$ cat config.mk
export PLATFORM = sky130hd
export DESIGN_NAME = mml_ctrl
export DESIGN_NICKNAME = d
export VERILOG_FILES = /design/src/design/mml_pkg.sv /design/src/design/mml_ctrl.sv
export SDC_FILE = /design/constraint.sdc
export NUM_CORES = 1
export LEC_CHECK = 0
export ABC_AREA = 1
export ABC_CLOCK_PERIOD_IN_PS = 1600
export BUFFER_PORTS_ARGS = -buffer_cell sky130_fd_sc_hd__buf_4
export CORE_UTILIZATION = 30
export CTS_CLUSTER_DIAMETER = 80
export CTS_CLUSTER_SIZE = 14
export DETAILED_ROUTE_END_ITERATION = 8
export GPL_TIMING_DRIVEN = 1
export HOLD_SLACK_MARGIN = 0.12
export MAX_ROUTING_LAYER = met4
export PLACE_DENSITY = 0.54
export SYNTH_ARGS = -nofsm -noshare
export SYNTH_HDL_FRONTEND = slang
export SYNTH_SLANG_ARGS = --single-unit
$ cat constraint.sdc
create_clock -name clk_i -period 1.6 [get_ports clk_i]
set_input_delay 0.16 -clock clk_i [delete_from_list [all_inputs] [get_ports clk_i]]
set_output_delay 0.16 -clock clk_i [all_outputs]
set_load 0.01 [all_outputs]
$ cat src/design/mml_pkg.sv
// Package for the multi-class margin loss block: payload structs, register
// indexes, widths and shared constants. No dependencies.
`timescale 1ns / 1ps
`default_nettype none
package mml_pkg;
  localparam int unsigned MaxClassesDefault = 256;
  localparam int unsigned AccW = 48;
  localparam int unsigned LossW = 32;

  localparam logic [2:0] RegMargin = 3'd0;
  localparam logic [2:0] RegPower = 3'd1;
  localparam logic [2:0] RegReduction = 3'd2;
  localparam logic [2:0] RegClassCount = 3'd3;
  localparam logic [2:0] RegBatchCount = 3'd4;

  localparam logic OpWeight = 1'b0;
  localparam logic OpScore = 1'b1;
  localparam logic [1:0] RedMean = 2'd2;

  typedef struct packed {
    logic              opcode;
    logic [7:0]        weight_class;
    logic [15:0]       weight_value;
    logic signed [15:0] score;
    logic [15:0]       target_class;
    logic              row_last;
  } in_item_t;

  typedef struct packed {
    logic [31:0] loss;
    logic        target_invalid;
  } out_item_t;

  // Controller to datapath commands.
  typedef struct packed {
    logic load_target; // latch target score and weight (read issued earlier)
    logic walk_acc;    // accumulate the term for the returned read
    logic clear_acc;
    logic start_div;
  } dp_cmd_t;

  typedef struct packed {
    logic div_busy;
    logic div_done;
  } dp_sts_t;
endpackage
`default_nettype wire

$ cat src/design/mml_ctrl.sv
// Controller: sequences load, walk, drain and the division steps.
// Depends on mml_pkg.
`timescale 1ns / 1ps
`default_nettype none
module mml_ctrl import mml_pkg::*; #(
  parameter int unsigned MaxClasses = MaxClassesDefault,
  localparam int unsigned IdxW = $clog2(MaxClasses),
  localparam int unsigned CntW = $clog2(MaxClasses + 1)
) (
  input  wire logic            clk_i,
  input  wire logic            rst_ni,
  input  wire logic            in_valid_i,
  output logic                 in_stall_o,
  input  wire in_item_t        in_data_i,
  output logic                 out_valid_o,
  input  wire logic            out_stall_i,
  output out_item_t            out_data_o,
  input  wire logic [CntW-1:0] cc_i,
  input  wire logic [15:0]     bc_i,
  input  wire logic            mean_i,
  output logic                 sc_we_o,
  output logic [IdxW-1:0]      sc_waddr_o,
  output logic                 wt_we_o,
  output logic [IdxW-1:0]      rd_addr_o,
  output logic                 rd_is_target_o,
  output logic [15:0]          divisor_o,
  output logic                 div_src_acc_o,
  output dp_cmd_t              cmd_o,
  input  wire dp_sts_t         sts_i,
  input  wire logic [AccW-1:0] quot_i
);
  typedef enum logic [2:0] {
    S_LOAD, S_TGT, S_WALK, S_DRAIN, S_DIV1, S_DIV2, S_OUT
  } state_e;
  state_e state_q;
  logic [CntW-1:0] pos_q, cnt_q;
  logic [15:0] tgt_q;
  logic [2:0] drain_q;
  logic accept;
  logic [CntW-1:0] tgt_n;

  // Only the last score of a row can produce a result, so only that one waits
  // for the output register to empty.
  assign in_stall_o = (state_q != S_LOAD) ||
                      (out_valid_o && in_data_i.opcode == OpScore && in_data_i.row_last);
  assign accept = in_valid_i && !in_stall_o;
  assign sc_we_o = accept && in_data_i.opcode == OpScore && pos_q < CntW'(MaxClasses);
  assign sc_waddr_o = pos_q[IdxW-1:0];
  assign wt_we_o = accept && in_data_i.opcode == OpWeight &&
                   32'(in_data_i.weight_class) < MaxClasses;
  assign tgt_n = CntW'(tgt_q);
  assign rd_addr_o = (state_q == S_WALK) ? cnt_q[IdxW-1:0] : tgt_q[IdxW-1:0];
  assign rd_is_target_o = (state_q == S_WALK) && (cnt_q == tgt_n);

  always_ff @(posedge clk_i or negedge rst_ni) begin
    if (!rst_ni) begin
      state_q <= S_LOAD;
      pos_q <= '0;
      cnt_q <= '0;
      tgt_q <= '0;
      drain_q <= '0;
      out_valid_o <= 1'b0;
      out_data_o <= '0;
      cmd_o <= '0;
      divisor_o <= 16'd1;
      div_src_acc_o <= 1'b1;
    end else begin
      cmd_o <= '0;
      if (out_valid_o && !out_stall_i) out_valid_o <= 1'b0;
      unique case (state_q)
        S_LOAD: begin
          if (accept && in_data_i.opcode == OpScore) begin
            tgt_q <= in_data_i.target_class;
            if (in_data_i.row_last) begin
              pos_q <= '0;
              cmd_o.clear_acc <= 1'b1;
              if (32'(in_data_i.target_class) >= 32'(cc_i)) begin
                out_data_o <= '{loss: '0, target_invalid: 1'b1};
                out_valid_o <= 1'b1;
              end else begin
                state_q <= S_TGT;
              end
            end else if (pos_q < CntW'(MaxClasses)) begin
              pos_q <= pos_q + 1'b1;
            end
          end
        end
        S_TGT: begin
          // Read the target entry; load_target is registered and latches it when the read returns.
          cmd_o.load_target <= 1'b1;
          cnt_q <= '0;
          state_q <= S_WALK;
        end
        S_WALK: begin
          cmd_o.walk_acc <= 1'b1;
          cnt_q <= cnt_q + 1'b1;
          if (cnt_q == cc_i - 1'b1) begin
            state_q <= S_DRAIN;
            drain_q <= 3'd4;
          end
        end
        S_DRAIN: begin
          drain_q <= drain_q - 1'b1;
          if (drain_q == 3'd0) begin
            divisor_o <= 16'(cc_i);
            div_src_acc_o <= 1'b1;
            cmd_o.start_div <= 1'b1;
            state_q <= S_DIV1;
          end
        end
        S_DIV1: begin
          if (sts_i.div_done) begin
            if (mean_i) begin
              divisor_o <= bc_i;
              div_src_acc_o <= 1'b0;
              cmd_o.start_div <= 1'b1;
              state_q <= S_DIV2;
            end else state_q <= S_OUT;
          end
        end
        S_DIV2: begin
          if (sts_i.div_done) state_q <= S_OUT;
        end
        S_OUT: begin
          out_data_o <= '{loss: (|quot_i[AccW-1:LossW]) ? '1 : quot_i[LossW-1:0],
                          target_invalid: 1'b0};
          out_valid_o <= 1'b1;
          state_q <= S_LOAD;
        end
        default: state_q <= S_LOAD;
      endcase
    end
  end
endmodule
`default_nettype wire

; After elaboration in Yosys (flattened, before gate mapping)
; Cells that the tools add are included.
[op_classes]
n_addsub = 4
order_cmp = 2
n_eq_ne = 17
muxes = 42
bitwise_logic = 1
n_reduce_logical = 26
[op_table]
columns = operator, n
row1 = $mux W33, 3
row2 = $pmux W33 S2, 1
row3 = $mux W16, 3
row4 = $mux W32, 1
row5 = $pmux W16 S2, 1
row6 = $mux W3, 8
row7 = $add A9 B1 Y9 const B, 2
row8 = $eq A9 B9 Y1, 2
row9 = $mux W9, 2
row10 = $pmux W3 S6, 1
row11 = $pmux W9 S2, 1
row12 = $ge A16 B9 Y1, 1
row13 = $ne A2 B2 Y1 const B, 8
row14 = $reduce_or A16 Y1, 1
row15 = $mux W1, 15
row16 = $reduce_bool A2 Y1, 5
row17 = $eq A3 B3 Y1 const B, 3
row18 = $lt A9 B9 Y1 const B, 1
row19 = $sub A9 B1 Y9 const B, 1
row20 = $logic_and A1 B1 Y1, 8
row21 = $mux W8, 1
row22 = $reduce_and A4 Y1, 2
row23 = $reduce_and A7 Y1, 1
row24 = $eq A3 B2 Y1 const B, 2
row25 = 13 further kinds, 18
[totals]
ff_bits = 88
output_inout_bits = 75
wordCells = 106

; Longest topological paths before layout
[depth]
ltp_word = 8
depth_mapped = 14
depth_no_buf = 14

; Worst setup path after synthesis
; No wires, ideal clock.
[synth_timing]
path_type = reg2reg
startpoint = reg state_q[0]
endpoint = reg pos_q[2]
setup_time_ns = 0.123
t_arrival_ns = 1.510
required_ns = 1.477
slack_ns = -0.033
path_stages_with_launch = 9
n_path_buf = 0
period_less_slack_ns = 1.633
path_cell_list = dfrtp_1 nor2_2 nand2_2 a31oi_4 nand3_4 nor2_1 nand2_1 o21ai_0 a21oi_1
[synth_via]
elab_chain_cells = 6
[synth_lines]
columns = element, line_no
row1 = from (decl), mml_ctrl.sv:35  ; state_e state_q;
row2 = from (signal assigned), mml_ctrl.sv:57  ; state_q <= S_LOAD;
row3 = from (signal assigned), mml_ctrl.sv:81  ; state_q <= S_TGT;
row4 = from (signal assigned), mml_ctrl.sv:92  ; state_q <= S_WALK;
row5 = $reduce_bool A3 Y1, mml_ctrl.sv:44  ; assign in_stall_o = (state_q != S_LOAD) ||
row6 = $logic_or A1 B1 Y1, mml_ctrl.sv:44
row7 = $logic_not A1 Y1, mml_ctrl.sv:46  ; assign accept = in_valid_i && !in_stall_o;
row8 = $logic_and A1 B1 Y1, mml_ctrl.sv:46
row9 = $logic_and A1 B1 Y1, mml_ctrl.sv:72  ; if (accept && in_data_i.opcode == OpScore) begin
row10 = $reduce_and A3 Y1 (no source line) (*), n/a
row11 = to (signal assigned), mml_ctrl.sv:84  ; pos_q <= pos_q + 1'b1;
row12 = to (decl), mml_ctrl.sv:36  ; logic [CntW-1:0] pos_q, cnt_q;
; Mark *: on every way between the ends. The rest lies on a longest branch, timed or not.
; A chain may end at the register's enable or synchronous reset.

; Worst setup path after layout
[layout_timing]
startpoint = reg state_q[1]
endpoint = out sc_we_o
[layout_via]
elab_chain_cells = 6
[layout_lines]
columns = element, line_no
row1 = $reduce_bool A3 Y1, mml_ctrl.sv:44
row2 = $logic_or A1 B1 Y1, mml_ctrl.sv:44
row3 = $logic_not A1 Y1, mml_ctrl.sv:46
row4 = $logic_and A1 B1 Y1, mml_ctrl.sv:46
row5 = $logic_and A1 B1 Y1 (2 in series), mml_ctrl.sv:47  ; assign sc_we_o = accept && in_data_i.opcode == OpScore && pos_q < CntW'(MaxClasses);
row6 = to (decl), mml_ctrl.sv:21  ; output logic sc_we_o,
; No other way between the ends.

==> results.py <==
metrics = {
    "clock_tree": {
        "clk_pin_slew_worst_paths_ps": 70,
        "clk_root_buffer_cell": "sky130_fd_sc_hd__clkbuf_16",
        "ctsLongestPathBuffers": 2,
        "clock_insertion_delay_worst_skew_ps": 350,
        "tritoncts_clock_tree": "yes",
        "cts_buffers": 9,
        "clock-sinks": 88,
        "cts_htree_levels": 3,
    },
    "cells_and_area": {
        "final_core_util": 0.536,
        "final_net_count": 1074,
        "layout-area-overhead-vs-synth_pct": 71.3,
        "antenna_diode_instance_count": 0,
        "final_layout_size_suffix_gt1_frac": 0.374,
    },
    "timing": {
        "layout_setup_ws_ps": -288,
        "final.setup_skew_ps": 8.29,
        "clock.fmax_ghz": 0.530,
        "period_share": 1.18,
        "slew_viol_final": 0,
        "fin_worst_hold_slack_ps": 165,
        "setup_viol": 71,
        "timing.slew.headroom": 0.667,
        "unrepaired_setup_endpoints_after_global_routing": "yes",
        "post-route-min-period_ps": 1890,
        "worst_margin_pin_slew_ps": 499,
        "final_hold_viol_count": 0,
    },
    "detailed_routing": {
        "initialDrtViolationCount": 250,
        "antenna_violation_net_count_after_detailed_routing": 0,
        "wire_per_inst_um": 15.0,
        "drt_drc_violations_left": 0,
        "avgViaCountPerCell": 4.71,
        "wl_um": 17100,
        "length_of_the_first_detailed_routing_pass_in_iterations": 5,
        "vias": 5359,
    },
    "place": {
        "port_buffers": 171,
        "dp_worst_setup_slack_ps": -132,
        "detailedPlacementHpwl_um": 11600,
        "routabilityCongestion": 0.913,
    },
    "worst_setup_path": {
        "cp.arrival_ps": 1730,
        "worstPathMaxFanout": 3,
        "timing.critical_path.required_ps": 1440,
        "criticalPathCategory": "register to output port",
        "critical_path.endpoint_type": "output port",
        "critical_path.startpoint_type": "register",
    },
    "global_routing": {
        "grt_overflow": 0,
        "antenna_found_initial": 0,
        "number_of_global_route_vias_before_repair": 5335,
        "grt_max_degree": 38,
        "grt_pass1_wl_um": 26500,
        "groute.usage.overall": 0.216,
    },
    "synthesis": {
        "synth_flop_cell": "sky130_fd_sc_hd__dfrtp_1",
        "synth_area_per_cell_um2": 7.82,
        "asyncSetResetFlopFracSynth": 1.00,
        "yosys_register_bits": 88,
        "ys_types": 42,
        "synth.yosys.seq_area_share": 0.457,
        "synth.cell_area_um2": 4820,
        "postSynthNetCount": 769,
        "netlist_instances": 617,
        "synth_edf_count": 0,
        "synth.yosys.warnings": 0,
    },
    "floorplanning": {
        "die_area_um2": 16600,
        "die-width_um": 129,
        "core-area_um2": 15400,
        "die_h_um": 129,
        "top_level_pins": 213,
        "std_cell_rows": 45,
        "initial_core_util": 0.313,
    },
    "pwr": {
        "power_density_nw_per_um2": 1060,
        "ir_worst_vdd_mv": 0.603,
        "power_leakage_nw": 4.31,
    },
    "job": {
        "max-cap-violations": 0,
    },
    "min_path": {
        "hold_path_class": "input pin to register",
    },
    "outcome": {
        "violations": "setup timing",
        "outcome": "finished with violations",
    },
}
stage by stage:
step / TNS, ps / instances / power, mW / instance area, um2
floorplan: -253 / 617 / 4.28 / 4840
global placement: -3150 / 1030 / 5.72 / 6750
detailed placement: -4570 / 1030 / 5.79 / 6750
CTS: -13450 / 1126 / 8.70 / 7950
global route: -18410 / 1138 / 9.25 / 8270
finish: -10120 / 1138 / 8.72 / 8270
logic make-up after synthesis:
logic type	share of synthesized area
compound gates	0.134
xor+xnor	0.0145
fa+ha+maj	0.0363
buf+inv	0.0944
flops	0.457
simple gates	0.263
timing repair:
action | in CTS | in global routing
hold buffers | 59 | 0
endpoints found under the setup margin | 32 | 91
resized for setup | 30 | 56
gates cloned | 3 | 5
buffers inserted | 18 | 13
pin swaps | 8 | 25
endpoints found under the hold margin | 87 | 0
Yosys cell counts, types with 2 or more instances:
cell type	n	area, um2
sky130_fd_sc_hd__nand2_1	149	559
sky130_fd_sc_hd__dfrtp_1	86	2150
sky130_fd_sc_hd__o21ai_0	75	375
sky130_fd_sc_hd__inv_1	69	259
sky130_fd_sc_hd__nand3_1	62	310
sky130_fd_sc_hd__nor2_1	49	184
sky130_fd_sc_hd__ha_1	14	175
sky130_fd_sc_hd__buf_4	10	75.1
sky130_fd_sc_hd__a31oi_1	9	56.3
sky130_fd_sc_hd__clkbuf_1	9	33.8
sky130_fd_sc_hd__nand4_1	9	56.3
sky130_fd_sc_hd__a21oi_1	8	40.0
sky130_fd_sc_hd__nor4_1	7	43.8
sky130_fd_sc_hd__xor2_1	7	61.3
sky130_fd_sc_hd__o22ai_1	6	37.5
sky130_fd_sc_hd__inv_2	5	18.8
sky130_fd_sc_hd__buf_1	4	15.0
sky130_fd_sc_hd__buf_2	3	15.0
sky130_fd_sc_hd__buf_6	3	33.8
sky130_fd_sc_hd__nor3_1	3	15.0
sky130_fd_sc_hd__o21a_1	3	22.5
sky130_fd_sc_hd__a221oi_1	2	17.5
sky130_fd_sc_hd__a41oi_1	2	17.5
sky130_fd_sc_hd__dfstp_2	2	52.6
sky130_fd_sc_hd__nand2_2	2	12.5
sky130_fd_sc_hd__nand3b_1	2	15.0
sky130_fd_sc_hd__nor2_2	2	12.5
cell usage in the layout (no fill, tap or decap), types with 10 or more instances in the layout:
cell	n
sky130_fd_sc_hd__nand2_2	15
sky130_fd_sc_hd__o21ai_0	64
sky130_fd_sc_hd__clkbuf_16	13
sky130_fd_sc_hd__dlygate4sd3_1	59
sky130_fd_sc_hd__nand2_1	133
sky130_fd_sc_hd__buf_4	239
sky130_fd_sc_hd__nor2_1	38
sky130_fd_sc_hd__ha_1	13
sky130_fd_sc_hd__buf_6	12
sky130_fd_sc_hd__dfrtp_1	85
sky130_fd_sc_hd__nor2_2	10
sky130_fd_sc_hd__nand3_1	54
sky130_fd_sc_hd__inv_1	65
path summary, 6_finish.rpt:
check	from	endpoint	slack, ps	cells past startpoint
worst max-delay path	state_q[1]$_DFFE_PN0P_	sc_we_o	-290	8
min in group asynchronous	rst_ni	cmd_o[1]$_DFF_PN0_	320	2
max in group asynchronous	rst_ni	divisor_o[0]$_DFFE_PN1P_	640	3
worst min-delay path	in_data_i[1]	tgt_q[0]$_DFFE_PN0P_	170	3
worst min register to register	div_src_acc_o$_DFFE_PN1P_	div_src_acc_o$_DFFE_PN1P_	490	2
worst max register to register	state_q[1]$_DFFE_PN0P_	out_data_o[30]$_DFFE_PN0P_	-200	12
layout make-up:
class,instances,area [um2]
Timing Repair Buffer,323,2820
Clock buffer,10,229
Fill cell,1488,7160
Clock inverter,6,83.8
Tap cell,211,264
Sequential cell,88,2210
Inverter,75,294
Multi-Input combinational cell,425,2370
sequential cells by signal, indices dropped and copies added (netlist names), 3 cells and up:
name,cells
out_data_o,33
divisor_o,16
cnt_q,9
pos_q,9
tgt_q,9
cmd_o,4
drain_q,3
state_q,3
worst max-delay path, stage by stage (launching register included):
cell,delay (ps)
sky130_fd_sc_hd__dfrtp_1,410
sky130_fd_sc_hd__nor2_2,130
sky130_fd_sc_hd__nand2_2,100
sky130_fd_sc_hd__a31oi_4,190
sky130_fd_sc_hd__nand3_4,110
sky130_fd_sc_hd__buf_6,130
sky130_fd_sc_hd__nor2_4,110
sky130_fd_sc_hd__buf_6,110
sky130_fd_sc_hd__buf_6,90
report_power, final:
| part | internal, mW | leakage (nW) | switching [mW] |
|---|---|---|---|
| registers | 2.57 | 1.18 | 0.285 |
| logic | 1.80 | 2.97 | 1.77 |
| clock network | 1.37 | 0.156 | 0.932 |
layer usage:
layer / part of all wire / vias up / routed length (um) / GRT usage
met4: 0.021 / 0 / 357 / 0.0796
met3: 0.061 / 24 / 1040 / 0.0395
met5: 0 / - / 0 / -
met1: 0.43 / 2491 / 7370 / 0.264
li1: - / 2644 / - / -
met2: 0.49 / 200 / 8330 / 0.354
Note: power is estimated with default switching activity, not from simulation.
